--- src/hw/rtl/sha256_message_digest_macros.svh ---
// Assertion macros for the SHA-256 digest block.
// Included by the top level; relies on clk_i and rst_ni in the including scope.
`ifndef SHA256_MESSAGE_DIGEST_MACROS_SVH
`define SHA256_MESSAGE_DIGEST_MACROS_SVH

// Same-cycle property, checked out of reset.
`define SMD_ASSERT(lbl, prop, msg) \
  lbl: assert property (@(posedge clk_i) disable iff (!rst_ni) (prop)) \
    else $error(msg);

// Next-cycle implication, checked out of reset.
`define SMD_ASSERT_NEXT(lbl, ante, cons, msg) \
  lbl: assert property (@(posedge clk_i) disable iff (!rst_ni) (ante) |=> (cons)) \
    else $error(msg);

`endif

--- src/hw/rtl/smd_pkg.sv ---
// Shared types and constants for the SHA-256 digest block.
// Used by smd_core and sha256_message_digest; no dependencies.
package smd_pkg;

  typedef logic [31:0] word_t;

  localparam int unsigned NumRounds = 64;
  localparam int unsigned BlockBytes = 64;
  localparam int unsigned LenPos = 56;

  localparam logic [7:0] PadMarker = 8'h80;

  localparam word_t InitHash [8] = '{
    32'h6a09e667, 32'hbb67ae85, 32'h3c6ef372, 32'ha54ff53a,
    32'h510e527f, 32'h9b05688c, 32'h1f83d9ab, 32'h5be0cd19
  };

  localparam word_t RoundConst [NumRounds] = '{
    32'h428a2f98, 32'h71374491, 32'hb5c0fbcf, 32'he9b5dba5,
    32'h3956c25b, 32'h59f111f1, 32'h923f82a4, 32'hab1c5ed5,
    32'hd807aa98, 32'h12835b01, 32'h243185be, 32'h550c7dc3,
    32'h72be5d74, 32'h80deb1fe, 32'h9bdc06a7, 32'hc19bf174,
    32'he49b69c1, 32'hefbe4786, 32'h0fc19dc6, 32'h240ca1cc,
    32'h2de92c6f, 32'h4a7484aa, 32'h5cb0a9dc, 32'h76f988da,
    32'h983e5152, 32'ha831c66d, 32'hb00327c8, 32'hbf597fc7,
    32'hc6e00bf3, 32'hd5a79147, 32'h06ca6351, 32'h14292967,
    32'h27b70a85, 32'h2e1b2138, 32'h4d2c6dfc, 32'h53380d13,
    32'h650a7354, 32'h766a0abb, 32'h81c2c92e, 32'h92722c85,
    32'ha2bfe8a1, 32'ha81a664b, 32'hc24b8b70, 32'hc76c51a3,
    32'hd192e819, 32'hd6990624, 32'hf40e3585, 32'h106aa070,
    32'h19a4c116, 32'h1e376c08, 32'h2748774c, 32'h34b0bcb5,
    32'h391c0cb3, 32'h4ed8aa4a, 32'h5b9cca4f, 32'h682e6ff3,
    32'h748f82ee, 32'h78a5636f, 32'h84c87814, 32'h8cc70208,
    32'h90befffa, 32'ha4506ceb, 32'hbef9a3f7, 32'hc67178f2
  };

  // Control from the byte sequencer to the compression unit.
  typedef struct packed {
    logic start;
    logic restart;
  } core_ctl_t;

  // Status back from the compression unit.
  typedef struct packed {
    logic busy;
    logic done;
  } core_sts_t;

  function automatic word_t ror32(input word_t x, input int unsigned n);
    return (x >> n) | (x << (32 - n));
  endfunction

  function automatic word_t big_sigma0(input word_t x);
    return ror32(x, 2) ^ ror32(x, 13) ^ ror32(x, 22);
  endfunction

  function automatic word_t big_sigma1(input word_t x);
    return ror32(x, 6) ^ ror32(x, 11) ^ ror32(x, 25);
  endfunction

  function automatic word_t small_sigma0(input word_t x);
    return ror32(x, 7) ^ ror32(x, 18) ^ (x >> 3);
  endfunction

  function automatic word_t small_sigma1(input word_t x);
    return ror32(x, 17) ^ ror32(x, 19) ^ (x >> 10);
  endfunction

endpackage

--- src/hw/rtl/sha256_message_digest.sv ---
// SHA-256 over a byte stream. Byte beats are taken while idle; a full block
// then holds off input through load, 64 rounds on one round unit and add.
// End of message shifts in 0x80, zero fill and the length one byte a cycle,
// then emits eight digest beats. Reset restores the initial hash value and
// clears the byte count and bit length.
module sha256_message_digest
  import smd_pkg::*;
(
  input  logic        clk_i,
  input  logic        rst_ni,
  input  logic        in_valid_i,
  output logic        in_stall_o,
  input  logic [7:0]  data_byte_i,
  input  logic        has_byte_i,
  input  logic        end_of_message_i,
  output logic        out_valid_o,
  input  logic        out_stall_i,
  output logic [31:0] digest_word_o,
  output logic [2:0]  word_index_o,
  output logic        final_word_o
);

  `include "sha256_message_digest_macros.svh"

  localparam logic [1:0] S_IDLE = 2'd0;
  localparam logic [1:0] S_COMP = 2'd1;
  localparam logic [1:0] S_PAD  = 2'd2;
  localparam logic [1:0] S_OUT  = 2'd3;

  localparam logic [5:0] LastFill = 6'(BlockBytes - 1);
  localparam logic [5:0] LenFill  = 6'(LenPos);

  logic [1:0]  state_q, state_d;
  logic [5:0]  fill_q, fill_d;
  logic [63:0] len_q, len_d;
  logic        eom_q, eom_d;
  logic        pad_first_q, pad_first_d;
  logic        len_ok_q, len_ok_d;
  logic        final_blk_q, final_blk_d;
  logic        start_q, start_d;
  logic        restart_q, restart_d;
  logic [2:0]  idx_q, idx_d;

  logic [7:0]        blk_q [BlockBytes];
  logic              shift_en;
  logic [7:0]        shift_byte;
  logic [2:0]        len_sel;
  logic [15:0][31:0] blk_words;
  logic [7:0][31:0]  chain;
  core_ctl_t         core_ctl;
  core_sts_t         core_sts;

  assign len_sel = 3'd7 - fill_q[2:0];

  always_comb begin
    state_d     = state_q;
    fill_d      = fill_q;
    len_d       = len_q;
    eom_d       = eom_q;
    pad_first_d = pad_first_q;
    len_ok_d    = len_ok_q;
    final_blk_d = final_blk_q;
    idx_d       = idx_q;
    start_d     = 1'b0;
    restart_d   = 1'b0;
    shift_en    = 1'b0;
    shift_byte  = data_byte_i;
    case (state_q)
      S_IDLE: begin
        if (in_valid_i) begin
          if (has_byte_i) begin
            shift_en = 1'b1;
            fill_d   = fill_q + 6'd1;
            len_d    = len_q + 64'd8;
          end
          if (has_byte_i && fill_q == LastFill) begin
            start_d     = 1'b1;
            state_d     = S_COMP;
            eom_d       = end_of_message_i;
            pad_first_d = end_of_message_i;
            final_blk_d = 1'b0;
          end else if (end_of_message_i) begin
            state_d     = S_PAD;
            pad_first_d = 1'b1;
          end
        end
      end
      S_PAD: begin
        shift_en = 1'b1;
        fill_d   = fill_q + 6'd1;
        if (pad_first_q) begin
          shift_byte  = PadMarker;
          pad_first_d = 1'b0;
          len_ok_d    = (fill_q < LenFill);
        end else if (len_ok_q && fill_q >= LenFill) begin
          shift_byte = len_q[{len_sel, 3'b000} +: 8];
        end else begin
          shift_byte = '0;
        end
        if (fill_q == LastFill) begin
          start_d     = 1'b1;
          state_d     = S_COMP;
          eom_d       = 1'b1;
          final_blk_d = len_ok_q && !pad_first_q;
        end
      end
      S_COMP: begin
        if (core_sts.done) begin
          if (final_blk_q) begin
            state_d = S_OUT;
            idx_d   = '0;
          end else if (eom_q) begin
            // Spill block done; the next one carries the length.
            state_d  = S_PAD;
            len_ok_d = 1'b1;
          end else begin
            state_d = S_IDLE;
          end
        end
      end
      S_OUT: begin
        if (!out_stall_i) begin
          idx_d = idx_q + 3'd1;
          if (idx_q == 3'd7) begin
            state_d   = S_IDLE;
            restart_d = 1'b1;
            fill_d    = '0;
            len_d     = '0;
            eom_d     = 1'b0;
          end
        end
      end
      default: begin
        state_d = S_IDLE;
      end
    endcase
  end

  always_ff @(posedge clk_i or negedge rst_ni) begin
    if (!rst_ni) begin
      state_q     <= S_IDLE;
      fill_q      <= '0;
      len_q       <= '0;
      eom_q       <= 1'b0;
      pad_first_q <= 1'b0;
      len_ok_q    <= 1'b0;
      final_blk_q <= 1'b0;
      start_q     <= 1'b0;
      restart_q   <= 1'b0;
      idx_q       <= '0;
    end else begin
      state_q     <= state_d;
      fill_q      <= fill_d;
      len_q       <= len_d;
      eom_q       <= eom_d;
      pad_first_q <= pad_first_d;
      len_ok_q    <= len_ok_d;
      final_blk_q <= final_blk_d;
      start_q     <= start_d;
      restart_q   <= restart_d;
      idx_q       <= idx_d;
    end
  end

  // Byte shift line: oldest byte ends up at index 0 after a full block.
  always_ff @(posedge clk_i) begin
    if (shift_en) begin
      for (int i = 0; i < BlockBytes - 1; i++) begin
        blk_q[i] <= blk_q[i + 1];
      end
      blk_q[BlockBytes - 1] <= shift_byte;
    end
  end

  always_comb begin
    for (int i = 0; i < 16; i++) begin
      blk_words[i] = {blk_q[4 * i], blk_q[4 * i + 1], blk_q[4 * i + 2], blk_q[4 * i + 3]};
    end
  end

  assign core_ctl.start   = start_q;
  assign core_ctl.restart = restart_q;

  smd_core u_core (
    .clk_i   (clk_i),
    .rst_ni  (rst_ni),
    .ctl_i   (core_ctl),
    .block_i (blk_words),
    .sts_o   (core_sts),
    .chain_o (chain)
  );

  assign in_stall_o    = (state_q != S_IDLE);
  assign out_valid_o   = (state_q == S_OUT);
  assign digest_word_o = chain[idx_q];
  assign word_index_o  = idx_q;
  assign final_word_o  = (idx_q == 3'd7);

  `SMD_ASSERT(a_no_out_while_ready, out_valid_o |-> in_stall_o, "digest beat while accepting input")
  `SMD_ASSERT(a_start_when_idle, core_ctl.start |-> !core_sts.busy, "compression started while busy")
  `SMD_ASSERT(a_start_full_block, core_ctl.start |-> (fill_q == '0), "compression on partial block")
  `SMD_ASSERT_NEXT(a_ready_after_last, out_valid_o && !out_stall_i && final_word_o, !in_stall_o && fill_q == '0, "not ready after last digest beat")

endmodule

--- src/hw/rtl/smd_core.sv ---
// SHA-256 compression unit: one round per cycle, rolling 16-word schedule window.
// Holds the chaining words. Depends on smd_pkg.
module smd_core import smd_pkg::*; (
  input  logic                  clk_i,
  input  logic                  rst_ni,
  input  core_ctl_t             ctl_i,
  input  logic [15:0][31:0]     block_i,
  output core_sts_t             sts_o,
  output logic [7:0][31:0]      chain_o
);

  localparam logic [1:0] C_IDLE = 2'd0;
  localparam logic [1:0] C_RUN  = 2'd1;
  localparam logic [1:0] C_ADD  = 2'd2;

  localparam logic [5:0] LastRound = 6'(NumRounds - 1);

  logic [1:0]        state_q, state_d;
  logic [5:0]        rnd_q, rnd_d;
  logic [7:0][31:0]  chain_q;
  logic [7:0][31:0]  regs_q;
  logic [15:0][31:0] win_q;

  word_t t1, t2, next_w, ch, maj;

  always_comb begin
    ch     = (regs_q[4] & regs_q[5]) ^ (~regs_q[4] & regs_q[6]);
    maj    = (regs_q[0] & regs_q[1]) ^ (regs_q[0] & regs_q[2]) ^ (regs_q[1] & regs_q[2]);
    t1     = regs_q[7] + big_sigma1(regs_q[4]) + ch + RoundConst[rnd_q] + win_q[0];
    t2     = big_sigma0(regs_q[0]) + maj;
    next_w = small_sigma1(win_q[14]) + win_q[9] + small_sigma0(win_q[1]) + win_q[0];
  end

  always_comb begin
    state_d = state_q;
    rnd_d   = rnd_q;
    case (state_q)
      C_IDLE: begin
        if (ctl_i.start) begin
          state_d = C_RUN;
          rnd_d   = '0;
        end
      end
      C_RUN: begin
        rnd_d = rnd_q + 6'd1;
        if (rnd_q == LastRound) begin
          state_d = C_ADD;
        end
      end
      C_ADD: begin
        state_d = C_IDLE;
      end
      default: begin
        state_d = C_IDLE;
      end
    endcase
  end

  always_ff @(posedge clk_i or negedge rst_ni) begin
    if (!rst_ni) begin
      state_q <= C_IDLE;
      rnd_q   <= '0;
      for (int i = 0; i < 8; i++) begin
        chain_q[i] <= InitHash[i];
      end
    end else begin
      state_q <= state_d;
      rnd_q   <= rnd_d;
      if (state_q == C_IDLE && ctl_i.restart) begin
        for (int i = 0; i < 8; i++) begin
          chain_q[i] <= InitHash[i];
        end
      end else if (state_q == C_ADD) begin
        for (int i = 0; i < 8; i++) begin
          chain_q[i] <= chain_q[i] + regs_q[i];
        end
      end
    end
  end

  // Working variables and schedule window carry no reset.
  always_ff @(posedge clk_i) begin
    if (state_q == C_IDLE && ctl_i.start) begin
      win_q  <= block_i;
      regs_q <= chain_q;
    end else if (state_q == C_RUN) begin
      for (int i = 0; i < 15; i++) begin
        win_q[i] <= win_q[i + 1];
      end
      win_q[15] <= next_w;
      regs_q[7] <= regs_q[6];
      regs_q[6] <= regs_q[5];
      regs_q[5] <= regs_q[4];
      regs_q[4] <= regs_q[3] + t1;
      regs_q[3] <= regs_q[2];
      regs_q[2] <= regs_q[1];
      regs_q[1] <= regs_q[0];
      regs_q[0] <= t1 + t2;
    end
  end

  assign sts_o.busy = (state_q != C_IDLE);
  assign sts_o.done = (state_q == C_ADD);
  assign chain_o    = chain_q;

endmodule

--- config.mk ---
export PLATFORM = sky130hd
export DESIGN_NAME = sha256_message_digest
export DESIGN_NICKNAME = d
export VERILOG_FILES = /design/src/hw/rtl/smd_pkg.sv /design/src/hw/rtl/sha256_message_digest.sv /design/src/hw/rtl/smd_core.sv
export VERILOG_INCLUDE_DIRS = /design/src /design/src/hw/rtl
export SDC_FILE = /design/constraint.sdc
export NUM_CORES = 2
export LEC_CHECK = 0
export BUFFER_PORTS_ARGS = -buffer_cell sky130_fd_sc_hd__buf_2
export CORE_AREA = 2 2 475 383
export DETAILED_ROUTE_END_ITERATION = 16
export DIE_AREA = 0 0 477 385
export GPL_TIMING_DRIVEN = 0
export PLACE_DENSITY = 0.76
export SYNTH_ARGS = -nofsm -noshare
export SYNTH_HDL_FRONTEND = slang
export SYNTH_SLANG_ARGS = --single-unit
--- constraint.sdc ---
create_clock -name clk_i -period 26.3 [get_ports clk_i]
set_input_delay 0 -clock clk_i [delete_from_list [all_inputs] [get_ports clk_i]]
set_output_delay 0 -clock clk_i [all_outputs]
set_load 0.02 [all_outputs]
==> flow_summary.toml <==
[route]
ant_nets = 0
via_per_inst = 6.181
drtPass1Iterations = 8
num_vias = 70640
routedWlPerCell_um = 28.49
drtIter0Drc = 10940
drt_wl_total_um = 325600
drc = 0

[sta]
clock.fmax_mhz = 75.43
finalCritPeriodShare_pct = 50.41
final-setup-viol-count = 0
tns_ns = 0
relSlewSlack_pct = -7.941
worst_pin_slew_ns = 1.619
setup_ws_ns = 13.04
hold_ws_ns = 0.09608
hold_viol_final = 0
grt_setup_unrepaired = "no"
slew_violations = 35
final.min_clock_period_ns = 13.26
fin_skew_ns = 0.07244

[floorplan]
die_area_mm2 = 0.1836
start_util_pct = 50.74
coreArea_mm2 = 0.1786
rows = 139
die_x_um = 477
die_h_um = 385
pin_count = 52

[placement]
dp_slack_ns = 13.49
portBuffers = 51
hpwlAfterDp_um = 249300
gp_congestion = 1.039

[logic_synthesis]
synth_area_mm2 = 0.09063
syn_inst = 8617
synth.area.top_cells = "edfxtp_1, nand2_1, dfrtp_1"
synth-seq-area-share_pct = 52.04
synthFlopType = "edfxtp_1"
async_flop_share_pct = 21.09
synth.distinct_cells = 97
yosysWarnings = 0
synth-edff-count = 1280
syn-num-nets = 9224
synth_top_area_share_pct = 42.41
synth.avg_cell_area_um2 = 10.52
ys_seq_elements = 1622
yosysTopAreaCell = "edfxtp_1"

[global_route]
grt_max_degree = 141
grt_util_all_layers_pct = 34.97
grt_pass1_wl_um = 464300
grt_overflow = 0
grt_pass1_vias = 66050
antenna_found_initial = 12

[setup_path]
critical-path-slowest-cell = "a31oi_1"
path_class = "reg -> reg"
max_stage_delay_ns = 0.96
crit_arrival_ns = 13.84
crit_family = "compound AO/OA/AOI/OAI gates"
critical_path_peak_fanout = 13
cp_num_buf_inv = 6
cp.required_ns = 26.88
end_kind = "register"
cp-start-kind = "register"

[run]
maxCapViolations = 4

[run_status]
violations = "max-capacitance violations, max-slew violations"
outcome = "finished with violations"

[cells_and_area]
mostFrequentLayoutCell = "nand2_1"
utilization_pct = 56.25
most-common-layout-cells = "nand2_1, edfxtp_1, a21oi_1"
layout-drive-gt1-share_pct = 7.599
fillers = 15040
syn2layout_area_growth_pct = 10.85
fin_nets = 9491

[clocking]
cts_buffers = 166
clk-insertion-delay-late_ns = 0.86
htree_levels = 4
cts_max_path_buffers = 3
clockRootBuffer = "clkbuf_16"
clkTransAtPathRegs_ns = 0.06
cts_tree = "done"
cts_resized = 0
hold_buffers = 17
cts_sinks = 1622
post-cts-setup-buffers = 0

[min_path]
hold_class = "in -> reg"
[worst register-to-register path: cells and delay by family (launching register included)]
family	cells	cell delay, ns
and+or+nand+nor	4	0.99
DFF	1	0.54
AOI/OAI and AO/OA	16	5.38
muxes	1	0.28
buffers and inverters	6	2.26
xor gates and xnor gates	3	0.57
adders and majority gates	7	2.99
[cell families after synthesis]
group / count (synthesis) / share of synthesized area [%]
AO/OA/AOI/OAI: 1570 / 10.81
multiplexers: 175 / 3.237
XOR/XNOR: 622 / 6.026
AND/OR/NAND/NOR: 3350 / 15.06
buffers and inverters: 659 / 2.742
adder cells (fa/ha/maj): 619 / 10.09
flip-flops: 1622 / 52.04
[stage by stage]
step | cell area [µm²] | cells
after global routing | 100500 | 11430
after floorplan | 90630 | 8617
final | 100500 | 11430
after CTS | 100400 | 11420
after global placement | 93890 | 11070
after detailed placement | 94600 | 11100
[worst paths after layout]
| kind | startpoint | to | slack (ns) | depth (start not counted) |
|---|---|---|---|---|
| worst max-delay path | u_core.rnd_q[0] | u_core.regs_q[31] | 13.04 | 37 |
| worst min-delay path | data_byte_i[6] | blk_q[1][254] | 0.1 | 4 |
| worst max register to register | u_core.rnd_q[0] | u_core.regs_q[31] | 13.04 | 37 |
| worst min register to register | blk_q[1][215] | blk_q[1][207] | 0.43 | 0 |
| max in group asynchronous | rst_ni | u_core.chain_o[187] | 24.71 | 5 |
| min in group asynchronous | rst_ni | u_core.chain_o[99] | 0.47 | 3 |
[layer usage]
layer | up-vias | share of wire [%] | GRT usage [%] | routed length [µm]
met5 | - | 0.0083 | 0 | 27
met4 | 4 | 3.3 | 10.62 | 10620
met3 | 534 | 14 | 11.88 | 46500
met2 | 4544 | 41 | 48.59 | 132800
met1 | 34910 | 42 | 51.40 | 135700
li1 | 30650 | - | - | -
[synthesized netlist by cell type (all sizes together) (43+ instances only)]
library cell / instances
o21a: 53
a211oi: 44
mux2: 65
fa: 195
nand3: 73
o21bai: 50
xor2: 209
and3: 43
clkbuf: 344
nor2: 443
mux4: 88
ha: 398
xnor2: 412
nor3: 73
dfrtp: 206
nand2: 2443
inv: 254
o21ai: 400
nand2b: 63
a21o: 161
edfxtp: 1280
a31oi: 62
a21oi: 515
buf: 59
dfstp: 136
nor2b: 49
[sequential cells by signal, indices dropped and copies added (netlist names), 2 cells and up]
| signal | count |
|---|---|
| u_core.chain_o | 256 |
| blk_q | 512 |
| u_core.state_q | 2 |
| len_q | 61 |
| word_index_o | 3 |
| u_core.win_q | 512 |
| state_q | 2 |
| u_core.regs_q | 256 |
| u_core.rnd_q | 6 |
| fill_q | 6 |
[layout make-up]
class / instances / area, µm² / share of cell area, %
clock buffers: 220 / 4428 / 4.407
multi-input cells: 6336 / 41010 / 40.82
well taps: 2397 / 2999 / 2.985
repair buffers: 99 / 1139 / 1.133
diodes: 4 / 10.01 / 0.009963
plain buffers: 403 / 1540 / 1.533
flip-flops and latches: 1622 / 47170 / 46.94
inverters: 256 / 968.4 / 0.9639
clock inverters: 91 / 1212 / 1.207
Power is left out: the tool's default activity adds up to more than one toggle a clock period on the data nets, which glitch-free logic cannot reach.
